<file path="config.mk">
export PLATFORM = sky130hd
export DESIGN_NAME = keyed_serializing_dispatch_queue
export DESIGN_NICKNAME = d
export VERILOG_FILES = /design/src/hdl/ksdq_pkg.sv /design/src/hdl/ksdq_queue_cell.sv /design/src/hdl/ksdq_active_cell.sv /design/src/hdl/keyed_serializing_dispatch_queue.sv
export SDC_FILE = /design/constraint.sdc
export NUM_CORES = 2
export LEC_CHECK = 0
export ABC_AREA = 1
export BUFFER_PORTS_ARGS = -buffer_cell sky130_fd_sc_hd__clkbuf_2
export CAP_MARGIN = 20
export CELL_PAD_IN_SITES_DETAIL_PLACEMENT = 2
export CELL_PAD_IN_SITES_GLOBAL_PLACEMENT = 2
export CORE_AREA = 8 8 465 467
export CTS_BUF_LIST = sky130_fd_sc_hd__clkbuf_2
export CTS_CLUSTER_SIZE = 16
export DETAILED_ROUTE_END_ITERATION = 7
export DIE_AREA = 0 0 473 475
export PLACE_DENSITY = 0.88
export SYNTH_ARGS = -nofsm -noshare
export SYNTH_HDL_FRONTEND = slang
export SYNTH_HIERARCHICAL = 1
export SYNTH_SLANG_ARGS = --single-unit
</file>
<file path="constraint.sdc">
create_clock -name clk_i -period 8.35 [get_ports clk_i]
set_input_delay 0.835 -clock clk_i [delete_from_list [all_inputs] [get_ports clk_i]]
set_output_delay 0.835 -clock clk_i [all_outputs]
set_load 0.05 [all_outputs]
</file>
<file path="src/hdl/ksdq_pkg.sv">
// ----------------------------------------------------------------------------
// ksdq_pkg
// Shared sizes, codes and types of the keyed serializing dispatch queue.
// ----------------------------------------------------------------------------
package ksdq_pkg;

  // storage sizes
  localparam int unsigned QUEUE_DEPTH  = 16;
  localparam int unsigned ACTIVE_SLOTS = 8;
  localparam int unsigned KEY_BITS     = 16;
  localparam int unsigned TAG_BITS     = 16;

  // counter widths, wide enough to hold the depth itself
  localparam int unsigned QCNT_W = $clog2(QUEUE_DEPTH + 1);
  localparam int unsigned ACNT_W = $clog2(ACTIVE_SLOTS + 1);

  // configuration port sizes
  localparam int unsigned CFG_IDX_W  = 1;
  localparam int unsigned CFG_DATA_W = 5;
  localparam int unsigned QLIM_W     = 5;
  localparam int unsigned ALIM_W     = 4;
  localparam logic [QLIM_W-1:0] QLIM_RESET = 5'd16;
  localparam logic [ALIM_W-1:0] ALIM_RESET = 4'd8;

  // field widths of the beats
  localparam int unsigned KIND_W   = 3;
  localparam int unsigned STATUS_W = 3;
  localparam int unsigned DEPTH_W  = 5;
  localparam int unsigned TOTAL_W  = 4;
  localparam int unsigned S_DATA_W = 32;
  localparam int unsigned M_DATA_W = 48;

  // register indexes
  typedef enum logic [CFG_IDX_W-1:0] {
    CFG_QUEUE_LIMIT  = 1'd0,
    CFG_ACTIVE_LIMIT = 1'd1
  } cfg_idx_e;

  // item kinds
  typedef enum logic [KIND_W-1:0] {
    KIND_START    = 3'd0,
    KIND_STOP     = 3'd1,
    KIND_SUBMIT   = 3'd2,
    KIND_DISPATCH = 3'd3,
    KIND_RELEASE  = 3'd4
  } kind_e;

  // result codes
  typedef enum logic [STATUS_W-1:0] {
    STAT_OK            = 3'd0,
    STAT_QUEUE_FULL    = 3'd1,
    STAT_NOT_ACCEPTING = 3'd2,
    STAT_NONE_ELIGIBLE = 3'd3,
    STAT_DRAINED       = 3'd4,
    STAT_START_REFUSED = 3'd5
  } status_e;

  // sequencer states
  typedef enum logic {
    S_IDLE = 1'b0,
    S_EXEC = 1'b1
  } state_e;

  // per-cell update command
  typedef struct packed {
    logic load;   // take the new entry from the top
    logic shift;  // take the entry of the upper neighbour
  } cell_ctl_t;

  typedef logic [ACTIVE_SLOTS-1:0][KEY_BITS-1:0] akey_vec_t;

endpackage

</file>
<file path="src/hdl/ksdq_queue_cell.sv">
// ----------------------------------------------------------------------------
// ksdq_queue_cell
// One queue slot: holds a key and tag, checks its key against the active set
// and extends the oldest-eligible search chain.
// ----------------------------------------------------------------------------
module ksdq_queue_cell
  import ksdq_pkg::*;
(
  input  logic                clk_i,
  input  cell_ctl_t           ctl_i,
  input  logic                valid_i,
  input  logic [KEY_BITS-1:0] new_key_i,
  input  logic [TAG_BITS-1:0] new_tag_i,
  input  logic [KEY_BITS-1:0] nbr_key_i,
  input  logic [TAG_BITS-1:0] nbr_tag_i,
  input  akey_vec_t           act_key_i,
  input  logic [ACTIVE_SLOTS-1:0] act_valid_i,
  input  logic                found_i,
  output logic                found_o,
  output logic [KEY_BITS-1:0] key_o,
  output logic [TAG_BITS-1:0] tag_o
);

  logic [KEY_BITS-1:0] key_q, key_d;
  logic [TAG_BITS-1:0] tag_q, tag_d;
  logic                blocked;

  // key already being worked on
  always_comb begin
    blocked = 1'b0;
    for (int j = 0; j < ACTIVE_SLOTS; j++) begin
      if (act_valid_i[j] && (act_key_i[j] == key_q)) blocked = 1'b1;
    end
  end

  // search chain: set from the first eligible slot upwards
  assign found_o = found_i | (valid_i & ~blocked);

  // compaction takes the neighbour, a submit loads the tail
  always_comb begin
    key_d = key_q;
    tag_d = tag_q;
    if (ctl_i.shift) begin
      key_d = nbr_key_i;
      tag_d = nbr_tag_i;
    end else if (ctl_i.load) begin
      key_d = new_key_i;
      tag_d = new_tag_i;
    end
  end

  // payload only, no reset needed
  always_ff @(posedge clk_i) begin
    key_q <= key_d;
    tag_q <= tag_d;
  end

  assign key_o = key_q;
  assign tag_o = tag_q;

endmodule

</file>
<file path="src/hdl/ksdq_active_cell.sv">
// ----------------------------------------------------------------------------
// ksdq_active_cell
// One active-set slot: holds a key in work and extends the release search
// chain.
// ----------------------------------------------------------------------------
module ksdq_active_cell
  import ksdq_pkg::*;
(
  input  logic                clk_i,
  input  cell_ctl_t           ctl_i,
  input  logic                valid_i,
  input  logic [KEY_BITS-1:0] rel_key_i,
  input  logic [KEY_BITS-1:0] new_key_i,
  input  logic [KEY_BITS-1:0] nbr_key_i,
  input  logic                found_i,
  output logic                found_o,
  output logic [KEY_BITS-1:0] key_o
);

  logic [KEY_BITS-1:0] key_q, key_d;

  // release chain: set from the first matching slot upwards
  assign found_o = found_i | (valid_i & (key_q == rel_key_i));

  // release closes the gap, a grant appends
  always_comb begin
    key_d = key_q;
    if (ctl_i.shift) begin
      key_d = nbr_key_i;
    end else if (ctl_i.load) begin
      key_d = new_key_i;
    end
  end

  always_ff @(posedge clk_i) begin
    key_q <= key_d;
  end

  assign key_o = key_q;

endmodule

</file>
<file path="src/hdl/keyed_serializing_dispatch_queue.sv">
// ----------------------------------------------------------------------------
// keyed_serializing_dispatch_queue
// Per-key serialised work queue with dispatch, release and run control.
// ----------------------------------------------------------------------------
// Each input beat carries one command (kind on tuser: start, stop, submit,
// dispatch, release; key and tag on tdata) and yields exactly one result beat
// with status, granted tag and key, and the queue and active counts after the
// command. A command is first captured from the beat; then the row of queue
// cells compares its keys against the active set, picks the oldest eligible
// entry along the cell chain and compacts in place. A new beat is accepted
// only once the previous command has executed; a stalled result holds the
// next command back. The queue and active slots come up empty after reset
// with no clearing pass, and the limit registers may only be written while
// no command is in flight.
// ----------------------------------------------------------------------------
module keyed_serializing_dispatch_queue
  import ksdq_pkg::*;
(
  input  logic                  clk_i,
  input  logic                  rst_ni,
  // configuration writes
  input  logic                  cfg_we_i,
  input  logic [CFG_IDX_W-1:0]  cfg_idx_i,
  input  logic [CFG_DATA_W-1:0] cfg_wdata_i,
  // command beats
  input  logic                  s_axis_tvalid,
  output logic                  s_axis_tready,
  input  logic [S_DATA_W-1:0]   s_axis_tdata,  // key_id [15:0], work_tag [31:16]
  input  logic [KIND_W-1:0]     s_axis_tuser,  // kind [2:0]
  // result beats
  output logic                  m_axis_tvalid,
  input  logic                  m_axis_tready,
  output logic [M_DATA_W-1:0]   m_axis_tdata   // status [2:0], granted_tag [18:3],
                                               // granted_key [34:19],
                                               // queue_depth [39:35],
                                               // active_total [43:40], zero above
);

  // control and configuration state
  state_e              st_q, st_d;
  logic [QLIM_W-1:0]   qlim_reg_q;
  logic [ALIM_W-1:0]   alim_reg_q;
  logic [QCNT_W-1:0]   qcnt_q, qcnt_d;
  logic [ACNT_W-1:0]   acnt_q, acnt_d;
  logic                started_q, started_d;
  logic                stopping_q, stopping_d;

  // captured command
  logic [KIND_W-1:0]   kind_q;
  logic [KEY_BITS-1:0] ikey_q;
  logic [TAG_BITS-1:0] itag_q;

  // result register
  logic                ovalid_q;
  logic [STATUS_W-1:0] ostat_q, ostat_d;
  logic [TAG_BITS-1:0] otag_q, otag_d;
  logic [KEY_BITS-1:0] okey_q, okey_d;
  logic [QCNT_W-1:0]   odepth_q;
  logic [ACNT_W-1:0]   ototal_q;

  logic in_acc, exec;

  // cell rows
  logic [QUEUE_DEPTH-1:0]               q_valid, q_found;
  logic [QUEUE_DEPTH-1:0][KEY_BITS-1:0] q_key;
  logic [QUEUE_DEPTH-1:0][TAG_BITS-1:0] q_tag;
  cell_ctl_t [QUEUE_DEPTH-1:0]          q_ctl;
  logic [ACTIVE_SLOTS-1:0]              a_valid, a_found;
  akey_vec_t                            a_key;
  cell_ctl_t [ACTIVE_SLOTS-1:0]         a_ctl;

  logic [QCNT_W-1:0]   qlim;
  logic [ACNT_W-1:0]   alim;
  logic                submit_ok, dispatch_ok, release_hit;
  logic [KEY_BITS-1:0] g_key;
  logic [TAG_BITS-1:0] g_tag;

  assign s_axis_tready = (st_q == S_IDLE) && (!ovalid_q || m_axis_tready);
  assign in_acc        = s_axis_tvalid && s_axis_tready;
  assign exec          = (st_q == S_EXEC) && (!ovalid_q || m_axis_tready);

  // limits clamped into the usable range
  always_comb begin
    if (qlim_reg_q == '0) qlim = QCNT_W'(1);
    else if (QCNT_W'(qlim_reg_q) > QCNT_W'(QUEUE_DEPTH)) qlim = QCNT_W'(QUEUE_DEPTH);
    else qlim = QCNT_W'(qlim_reg_q);
    if (alim_reg_q == '0) alim = ACNT_W'(1);
    else if (ACNT_W'(alim_reg_q) > ACNT_W'(ACTIVE_SLOTS)) alim = ACNT_W'(ACTIVE_SLOTS);
    else alim = ACNT_W'(alim_reg_q);
  end

  // occupancy masks
  always_comb begin
    for (int i = 0; i < QUEUE_DEPTH; i++) q_valid[i] = QCNT_W'(i) < qcnt_q;
    for (int i = 0; i < ACTIVE_SLOTS; i++) a_valid[i] = ACNT_W'(i) < acnt_q;
  end

  // queue cell row
  for (genvar i = 0; i < QUEUE_DEPTH; i++) begin : g_qcell
    logic [KEY_BITS-1:0] nbr_key;
    logic [TAG_BITS-1:0] nbr_tag;
    logic                fin;
    if (i == QUEUE_DEPTH - 1) begin : g_top
      assign nbr_key = '0;
      assign nbr_tag = '0;
    end else begin : g_mid
      assign nbr_key = q_key[i+1];
      assign nbr_tag = q_tag[i+1];
    end
    if (i == 0) begin : g_first
      assign fin = 1'b0;
    end else begin : g_rest
      assign fin = q_found[i-1];
    end
    assign q_ctl[i].load  = submit_ok && (QCNT_W'(i) == qcnt_q);
    assign q_ctl[i].shift = dispatch_ok && q_found[i];
    ksdq_queue_cell u_cell (
      .clk_i       (clk_i),
      .ctl_i       (q_ctl[i]),
      .valid_i     (q_valid[i]),
      .new_key_i   (ikey_q),
      .new_tag_i   (itag_q),
      .nbr_key_i   (nbr_key),
      .nbr_tag_i   (nbr_tag),
      .act_key_i   (a_key),
      .act_valid_i (a_valid),
      .found_i     (fin),
      .found_o     (q_found[i]),
      .key_o       (q_key[i]),
      .tag_o       (q_tag[i])
    );
  end

  // active cell row
  for (genvar i = 0; i < ACTIVE_SLOTS; i++) begin : g_acell
    logic [KEY_BITS-1:0] nbr_key;
    logic                fin;
    if (i == ACTIVE_SLOTS - 1) begin : g_top
      assign nbr_key = '0;
    end else begin : g_mid
      assign nbr_key = a_key[i+1];
    end
    if (i == 0) begin : g_first
      assign fin = 1'b0;
    end else begin : g_rest
      assign fin = a_found[i-1];
    end
    assign a_ctl[i].load  = dispatch_ok && (ACNT_W'(i) == acnt_q);
    assign a_ctl[i].shift = release_hit && a_found[i];
    ksdq_active_cell u_cell (
      .clk_i     (clk_i),
      .ctl_i     (a_ctl[i]),
      .valid_i   (a_valid[i]),
      .rel_key_i (ikey_q),
      .new_key_i (g_key),
      .nbr_key_i (nbr_key),
      .found_i   (fin),
      .found_o   (a_found[i]),
      .key_o     (a_key[i])
    );
  end

  // pick the entry where the search chain first sets
  always_comb begin
    g_key = '0;
    g_tag = '0;
    for (int i = 0; i < QUEUE_DEPTH; i++) begin
      if (q_found[i] && ((i == 0) ? 1'b1 : !q_found[(i == 0) ? 0 : i-1])) begin
        g_key = g_key | q_key[i];
        g_tag = g_tag | q_tag[i];
      end
    end
  end

  // command decode and next state
  always_comb begin
    st_d        = st_q;
    qcnt_d      = qcnt_q;
    acnt_d      = acnt_q;
    started_d   = started_q;
    stopping_d  = stopping_q;
    ostat_d     = STAT_OK;
    otag_d      = '0;
    okey_d      = '0;
    submit_ok   = 1'b0;
    dispatch_ok = 1'b0;
    release_hit = 1'b0;

    case (st_q)
      S_IDLE: begin
        if (in_acc) st_d = S_EXEC;
      end
      S_EXEC: begin
        if (exec) begin
          st_d = S_IDLE;
          case (kind_q)
            KIND_START: begin
              if (started_q || stopping_q) ostat_d = STAT_START_REFUSED;
              else started_d = 1'b1;
            end
            KIND_STOP: begin
              stopping_d = 1'b1;
            end
            KIND_SUBMIT: begin
              if (qcnt_q >= qlim) ostat_d = STAT_QUEUE_FULL;
              else if (!started_q || stopping_q) ostat_d = STAT_NOT_ACCEPTING;
              else begin
                submit_ok = 1'b1;
                qcnt_d    = qcnt_q + QCNT_W'(1);
              end
            end
            KIND_DISPATCH: begin
              if (qcnt_q == '0) ostat_d = stopping_q ? STAT_DRAINED : STAT_NONE_ELIGIBLE;
              else if (acnt_q >= alim) ostat_d = STAT_NONE_ELIGIBLE;
              else if (!q_found[QUEUE_DEPTH-1]) ostat_d = STAT_NONE_ELIGIBLE;
              else begin
                dispatch_ok = 1'b1;
                otag_d      = g_tag;
                okey_d      = g_key;
                qcnt_d      = qcnt_q - QCNT_W'(1);
                acnt_d      = acnt_q + ACNT_W'(1);
              end
            end
            KIND_RELEASE: begin
              if (a_found[ACTIVE_SLOTS-1]) begin
                release_hit = 1'b1;
                acnt_d      = acnt_q - ACNT_W'(1);
              end
            end
            default: ostat_d = STAT_NOT_ACCEPTING;
          endcase
        end
      end
      default: st_d = S_IDLE;
    endcase
  end

  // control registers
  always_ff @(posedge clk_i or negedge rst_ni) begin
    if (!rst_ni) begin
      st_q       <= S_IDLE;
      qcnt_q     <= '0;
      acnt_q     <= '0;
      started_q  <= 1'b0;
      stopping_q <= 1'b0;
      ovalid_q   <= 1'b0;
      qlim_reg_q <= QLIM_RESET;
      alim_reg_q <= ALIM_RESET;
    end else begin
      st_q       <= st_d;
      qcnt_q     <= qcnt_d;
      acnt_q     <= acnt_d;
      started_q  <= started_d;
      stopping_q <= stopping_d;
      if (exec) ovalid_q <= 1'b1;
      else if (m_axis_tready) ovalid_q <= 1'b0;
      if (cfg_we_i) begin
        case (cfg_idx_i)
          CFG_QUEUE_LIMIT:  qlim_reg_q <= cfg_wdata_i[QLIM_W-1:0];
          CFG_ACTIVE_LIMIT: alim_reg_q <= cfg_wdata_i[ALIM_W-1:0];
          default: ;
        endcase
      end
    end
  end

  // command capture and result payload
  always_ff @(posedge clk_i) begin
    if (in_acc) begin
      kind_q <= s_axis_tuser;
      ikey_q <= s_axis_tdata[KEY_BITS-1:0];
      itag_q <= s_axis_tdata[KEY_BITS +: TAG_BITS];
    end
    if (exec) begin
      ostat_q  <= ostat_d;
      otag_q   <= otag_d;
      okey_q   <= okey_d;
      odepth_q <= qcnt_d;
      ototal_q <= acnt_d;
    end
  end

  // result beat
  assign m_axis_tvalid = ovalid_q;
  assign m_axis_tdata  = {
    {(M_DATA_W - STATUS_W - TAG_BITS - KEY_BITS - DEPTH_W - TOTAL_W){1'b0}},
    TOTAL_W'(ototal_q), DEPTH_W'(odepth_q), okey_q, otag_q, ostat_q
  };

  // checks
  a_qcnt_bound: assert property (@(posedge clk_i) disable iff (!rst_ni)
    qcnt_q <= QCNT_W'(QUEUE_DEPTH))
    else $error("queue count beyond depth");

  a_acnt_bound: assert property (@(posedge clk_i) disable iff (!rst_ni)
    acnt_q <= ACNT_W'(ACTIVE_SLOTS))
    else $error("active count beyond slots");

  a_accept_exec: assert property (@(posedge clk_i) disable iff (!rst_ni)
    in_acc |=> (st_q == S_EXEC))
    else $error("accepted beat not executed");

  a_grant_counts: assert property (@(posedge clk_i) disable iff (!rst_ni)
    dispatch_ok |=> (acnt_q == $past(acnt_q) + ACNT_W'(1)) &&
                    (qcnt_q == $past(qcnt_q) - QCNT_W'(1)))
    else $error("grant did not move an entry");

  a_result_from_exec: assert property (@(posedge clk_i) disable iff (!rst_ni)
    $rose(ovalid_q) |-> $past(st_q == S_EXEC))
    else $error("result without execution");

endmodule
</file>
==> impl_summary.log, run 1 <==
[metrics] synth warn: 6
[metrics] Unique masters post-synth: 48
[metrics] first logged error message: [ERROR GRT-0232] Routing congestion too high. Check the congestion heatmap in the GUI.
[metrics] mean area per synthesized cell: 5.92 um^2
[metrics] ranking of synthesized cells by area: sky130_fd_sc_hd__nand2_1, sky130_fd_sc_hd__edfxtp_1, sky130_fd_sc_hd__inv_1, sky130_fd_sc_hd__nor2_1, sky130_fd_sc_hd__xor2_1
[metrics] largest net degree at the start of global routing: 48
[metrics] final weighted congestion in routability-driven placement: 1.08
[metrics] leading post-synthesis cells by instance count: sky130_fd_sc_hd__nand2_1, sky130_fd_sc_hd__inv_1, sky130_fd_sc_hd__nor2_1
[metrics] number of register bits inferred by synthesis: about 740
[metrics] floorplan die width: around 470 um
[metrics] global-route usage over all layers: 0.737
[metrics] proportion of synthesized chip area in sequential cells: 0.305
[metrics] number of flops mapped to enable cells by yosys: roughly 700
[metrics] number of port buffers: 91
[metrics] last stage reached: global routing
[metrics] cell taking the most area after synthesis: sky130_fd_sc_hd__nand2_1
[metrics] number of top-level pins: 96
[metrics] Vert. Die Dim: about 480 um
[metrics] final HPWL from detailed placement: 450 mm
[metrics] worst endpoint type: sequential cell input
[metrics] total number of H-tree levels: 4
[metrics] netlist area before placement: 0.0726 mm^2
[metrics] run status: stopped before the end
[metrics] Post-Syn Instances: 12300
[metrics] antenna violations before repair: 175
[metrics] leading register cell type out of synthesis: sky130_fd_sc_hd__edfxtp_1
[metrics] grt ovf: 4
[metrics] Std-Cell Rows: 168
[metrics] buffer depth of the longest clock path: 3
[metrics] async set-reset flop share out of synthesis: 0.0297
[metrics] share of Yosys cell area claimed by the top area cell type: 0.318
[metrics] most repeated cell in the gate-level netlist after synthesis: sky130_fd_sc_hd__nand2_1
[metrics] buffer type at the clock tree root: sky130_fd_sc_hd__clkbuf_2
[metrics] Inserted Clock Buffers: 221
[metrics] Initial Util: 0.348
[metrics] pin ending the worst setup path after global-route repair: g_qcell[9].u_cell/key_o[2]$_DFFE_PP_/D
[metrics] Num Clock Sinks: between 700 and 800
-- metal layers --
layer / overflow / GRT usage
met1: 0 / 0.751
met2: 1 / 0.870
met3: 0 / 0.611
met4: 3 / 0.696
met5: 0 / 0.417
-- logic make-up after synthesis --
| group | after synthesis | synth area share |
|---|---|---|
| and+or+nand+nor | 8118 | 0.438 |
| other | 1 | 0.0000516 |
| xor gates and xnor gates | 604 | 0.0729 |
| buffers and inverters | 2031 | 0.120 |
| DFF | 741 | 0.305 |
| adders and majority gates | 18 | 0.00310 |
| AOI/OAI and AO/OA | 760 | 0.0608 |
-- per-stage QoR --
stage	cell area [um^2]	hold WS, ns	worst slack, ns	util	cells
global placement	78500	0.453	0.0890	0.377	15300
detailed placement	78600	0.511	-0.124	0.377	15300
CTS	82000	0.00822	-0.00496	0.393	15800
floorplan	72800	0.431	2.68	-	12300
-- what timing repair did --
item,CTS
setup buffers,1
setup endpoints to repair,305
pin swaps,8
hold buffers,126
cloned,6
resized for setup,11
endpoints found under the hold margin,116
==> run 2: changes to the inputs <==
Settings changed: CELL_PAD_IN_SITES_DETAIL_PLACEMENT 2 to not set, CELL_PAD_IN_SITES_GLOBAL_PLACEMENT 2 to not set, CORE_AREA 8 8 465 467 to 8 8 612 614, CTS_BUF_LIST sky130_fd_sc_hd__clkbuf_2 to not set, CTS_CLUSTER_SIZE 16 to not set, DIE_AREA 0 0 473 475 to 0 0 620 622, PLACE_DENSITY 0.88 to not set, PLACE_DENSITY_LB_ADDON set to 0.15.
==> run 2 against run 1 <==
The flow now finishes without violations; synthesized cell count stayed put; synthesized area stayed put.
==> impl_summary.log, run 2 <==
[metrics] run status: finished, final reports clean (was stopped before the end)
[metrics] Final Cell Area: 0.0846 mm^2
[metrics] share of Yosys cell area claimed by the top area cell type: 0.318 (unchanged)
[metrics] grt ovf: 0
[metrics] Post-Syn Instances: 12300 (unchanged)
[metrics] post-route minimum period: 7.99 ns
[metrics] critical hold path startpoint: s_axis_tdata[5]
[metrics] final HPWL from detailed placement: 421 mm (was 450 mm)
[metrics] ranking of synthesized cells by area: sky130_fd_sc_hd__nand2_1, sky130_fd_sc_hd__edfxtp_1, sky130_fd_sc_hd__inv_1, sky130_fd_sc_hd__nor2_1, sky130_fd_sc_hd__xor2_1 (unchanged)
[metrics] largest clock skew in the final design: roughly 0.052 ns
[metrics] number of violations of the max-capacitance limit: 0
[metrics] hold buffers post-CTS: 0 (was 126)
[metrics] final standard cell utilization of the core: 0.232
[metrics] clock-pin transition on the worst setup and hold timing paths: ~0.060 ns
[metrics] Min-Delay Endpoint: ikey_q[5]
[metrics] Relative slew margins: 0.142
[metrics] proportion of synthesized chip area in sequential cells: 0.305 (unchanged)
[metrics] # setup viols final: 0
[metrics] library cell appearing most often on the critical path: sky130_fd_sc_hd__inv_1
[metrics] Via-to-Cell Ratio: 4.97
[metrics] global-route wire length before repair: around 770 mm
[metrics] wire length per cell after detailed routing: 33.7 um
[metrics] maximum net fanout on the critical path: 12
[metrics] number of port buffers: 91 (unchanged)
[metrics] Num Clock Sinks: 741 (unchanged)
[metrics] share of power burned in combinational logic: 0.404
[metrics] die area: 0.386 mm^2
[metrics] Unique masters post-synth: 48 (unchanged)
[metrics] commonest non-fill, non-tap cell in the layout: sky130_fd_sc_hd__nand2_1
[metrics] remaining antenna violation count: 0
[metrics] placeable core area: about 0.36 mm^2
[metrics] clock network power share: 0.270
[metrics] worst reg2reg startpoint: acnt_q[1]
[metrics] mean area per synthesized cell: 5.92 um^2 (unchanged)
[metrics] Setup Crit Path Kind: reg2reg
[metrics] Hold Crit Class: in2reg
[metrics] Min-Delay Path Depth: 1
[metrics] Max VDD drop: between 0.0002 and 0.00025 V
[metrics] Peak Freq: 125 MHz
[metrics] floorplan die width: 620 um (was 473 um)
[metrics] cell internal pwr: 0.00851 W
[metrics] clock latency reported for the late side of the worst-skew pair: around 0.90 ns
[metrics] async set-reset flop share out of synthesis: 0.0297 (unchanged)
[metrics] final routed DRC violation total: 0
[metrics] synth warn: 6 (unchanged)
[metrics] cell taking the most area after synthesis: sky130_fd_sc_hd__nand2_1 (unchanged)
[metrics] Inserted Clock Buffers: 101 (was 221)
[metrics] antenna violations before repair: 72
[metrics] fin crit share: 0.957
[metrics] Initial Util: 0.199 (was 0.348)
[metrics] Cell Pwr Density: around 190 mW/mm^2
[metrics] number of flops mapped to enable cells by yosys: 719 (unchanged)
[metrics] Worst Setup Start Kind: flop
[metrics] largest net degree at the start of global routing: 40
[metrics] Setup TNS: 0 ns
[metrics] leading register cell type out of synthesis: sky130_fd_sc_hd__edfxtp_1 (unchanged)
[metrics] netlist area before placement: 0.0726 mm^2 (unchanged)
[metrics] endpoint of the worst register-to-register path: okey_q[15]
[metrics] Vert. Die Dim: 622 um (was 475 um)
[metrics] Iteration-0 DRC Markers: 14700
[metrics] buffer depth of the longest clock path: 4 (was 3)
[metrics] total iterations of the first detailed-routing run: 8
[metrics] via count: 87600
[metrics] total number of H-tree levels: 3 (was 4)
[metrics] number of resized instances in the post-cts repair step: 0 (was 11)
[metrics] endpoint kind of the worst setup timing path: flop
[metrics] leading post-synthesis cells by instance count: sky130_fd_sc_hd__nand2_1, sky130_fd_sc_hd__inv_1, sky130_fd_sc_hd__nor2_1 (unchanged)
[metrics] Post-layout nets: 12700
[metrics] overall power consumption: roughly 0.016 W
[metrics] final hold viol count: 0
[metrics] CP peak stage delay: 1.23 ns
[metrics] net switching power: 0.00744 W
[metrics] most repeated cell in the gate-level netlist after synthesis: sky130_fd_sc_hd__nand2_1 (unchanged)
[metrics] Routed Wire Length: 594 mm
[metrics] buffer type at the clock tree root: sky130_fd_sc_hd__clkbuf_16 (was sky130_fd_sc_hd__clkbuf_2)
[metrics] Std-Cell Rows: 222 (was 168)
[metrics] setup repair bufs after CTS: 0 (was 1)
[metrics] leakage component of the power: 43.2 nW
[metrics] area added between synthesis and finish: 16.5%
[metrics] final weighted congestion in routability-driven placement: 1.06 (was 1.08)
[metrics] part of the total power dissipated in sequential elements: 0.326
[metrics] vias in the first global route: 78200
[metrics] total count of max-transition violations in the final report: 0
[metrics] leading cell types in the layout, fill and taps excluded: sky130_fd_sc_hd__nand2_1, sky130_fd_sc_hd__inv_1, sky130_fd_sc_hd__nor2_1
[metrics] Worst EP required: roughly 8.9 ns
[metrics] slew at the pin closest to its max-slew limit: between 1 and 1.5 ns
[metrics] global-route usage over all layers: 0.294
[metrics] share of post-route cells with drive strength above 1: 0.0876
[metrics] number of register bits inferred by synthesis: 741 (unchanged)
[metrics] Arr. time, crit path: 8.51 ns
[metrics] total placed instance area: 0.0813 mm^2 (was 0.0786 mm^2)
[metrics] Switching Fraction: 0.467
[metrics] slowest cell on the critical path: sky130_fd_sc_hd__a21oi_1
[metrics] TritonCTS clock tree: built
[metrics] RSZ-0062 raised after global routing: no
[metrics] R2R cell count: 46
[metrics] slack of the worst reg-to-reg path: around 0.36 ns
[metrics] number of top-level pins: 96 (unchanged)
run 2: cell counts after synthesis:
Identical to the previous run, type by type.
run 2: worst max-delay path by stage:
stage / from / to / slack (ns) / depth (start not counted)
after floorplan: acnt_q[0] / g_qcell[3].u_cell/key_o[0] / 2.68 / 51
after global placement: acnt_q[1] / g_qcell[12].u_cell/tag_o[4] / 0.32 / 53
after detailed placement: acnt_q[1] / g_qcell[12].u_cell/tag_o[13] / 0.34 / 53
after CTS: acnt_q[1] / g_qcell[12].u_cell/tag_o[8] / 0.28 / 53
after global routing: acnt_q[1] / g_qcell[12].u_cell/tag_o[4] / 0.004 / 53
final: acnt_q[1] / okey_q[15] / 0.36 / 46
run 2: logic make-up after synthesis:
family | count (synthesis) | share of synthesized area
compound gates | 760 | 0.0608
xor+xnor | 604 | 0.0729
fa+ha+maj | 18 | 0.00310
buf+inv | 2031 | 0.120
flops | 741 | 0.305
other cells | 1 | 0.0000516
simple gates | 8118 | 0.438
run 2: area by class of cell:
class	count	area, um^2
fillers	41900	280000
multi-input cells	9554	42200
flip-flops and latches	741	22100
well taps	4816	6030
inverters	1576	5930
repair buffers	703	5100
clock buffers	127	2650
clock inverters	55	449
diodes	36	90.1
run 2: power by group through the flow:
stage	clock network, W	registers, W	logic, W
floorplan	0	0.00535	0.00276
global placement	0	0.00527	0.00618
detailed placement	0	0.00526	0.00616
CTS	0.00441	0.00519	0.00618
global route	0.00451	0.00521	0.00665
finish	0.00431	0.00520	0.00644
run 2: critical path, delay by kind of cell (launching register included):
| family | cells | cell delay [ns] |
|---|---|---|
| AND/OR/NAND/NOR | 27 | 4.08 |
| buffers and inverters | 16 | 1.16 |
| AO/OA/AOI/OAI | 2 | 1.44 |
| flip-flops | 1 | 0.46 |
| adder cells (fa/ha/maj) | 1 | 0.44 |
run 2: metrics by stage:
step,instances,hold slack [ns],setup WS [ns]
floorplan,12300,0.431,2.68
global placement,17400,0.460,0.321
detailed placement,17400,0.459,0.337
CTS,17600,0.101,0.276
global route,17600,0.116,0.00413
finish,17600,0.144,0.358
run 2: metal layers:
metal	GRT usage	vias to the layer above	routed length, um
li1	-	38200	-
met1	0.388	41900	241000
met2	0.427	6012	243000
met3	0.0651	1391	62600
met4	0.194	26	46700
met5	0.000749	-	185
No activity file was read; power rests on OpenSTA's default activity.
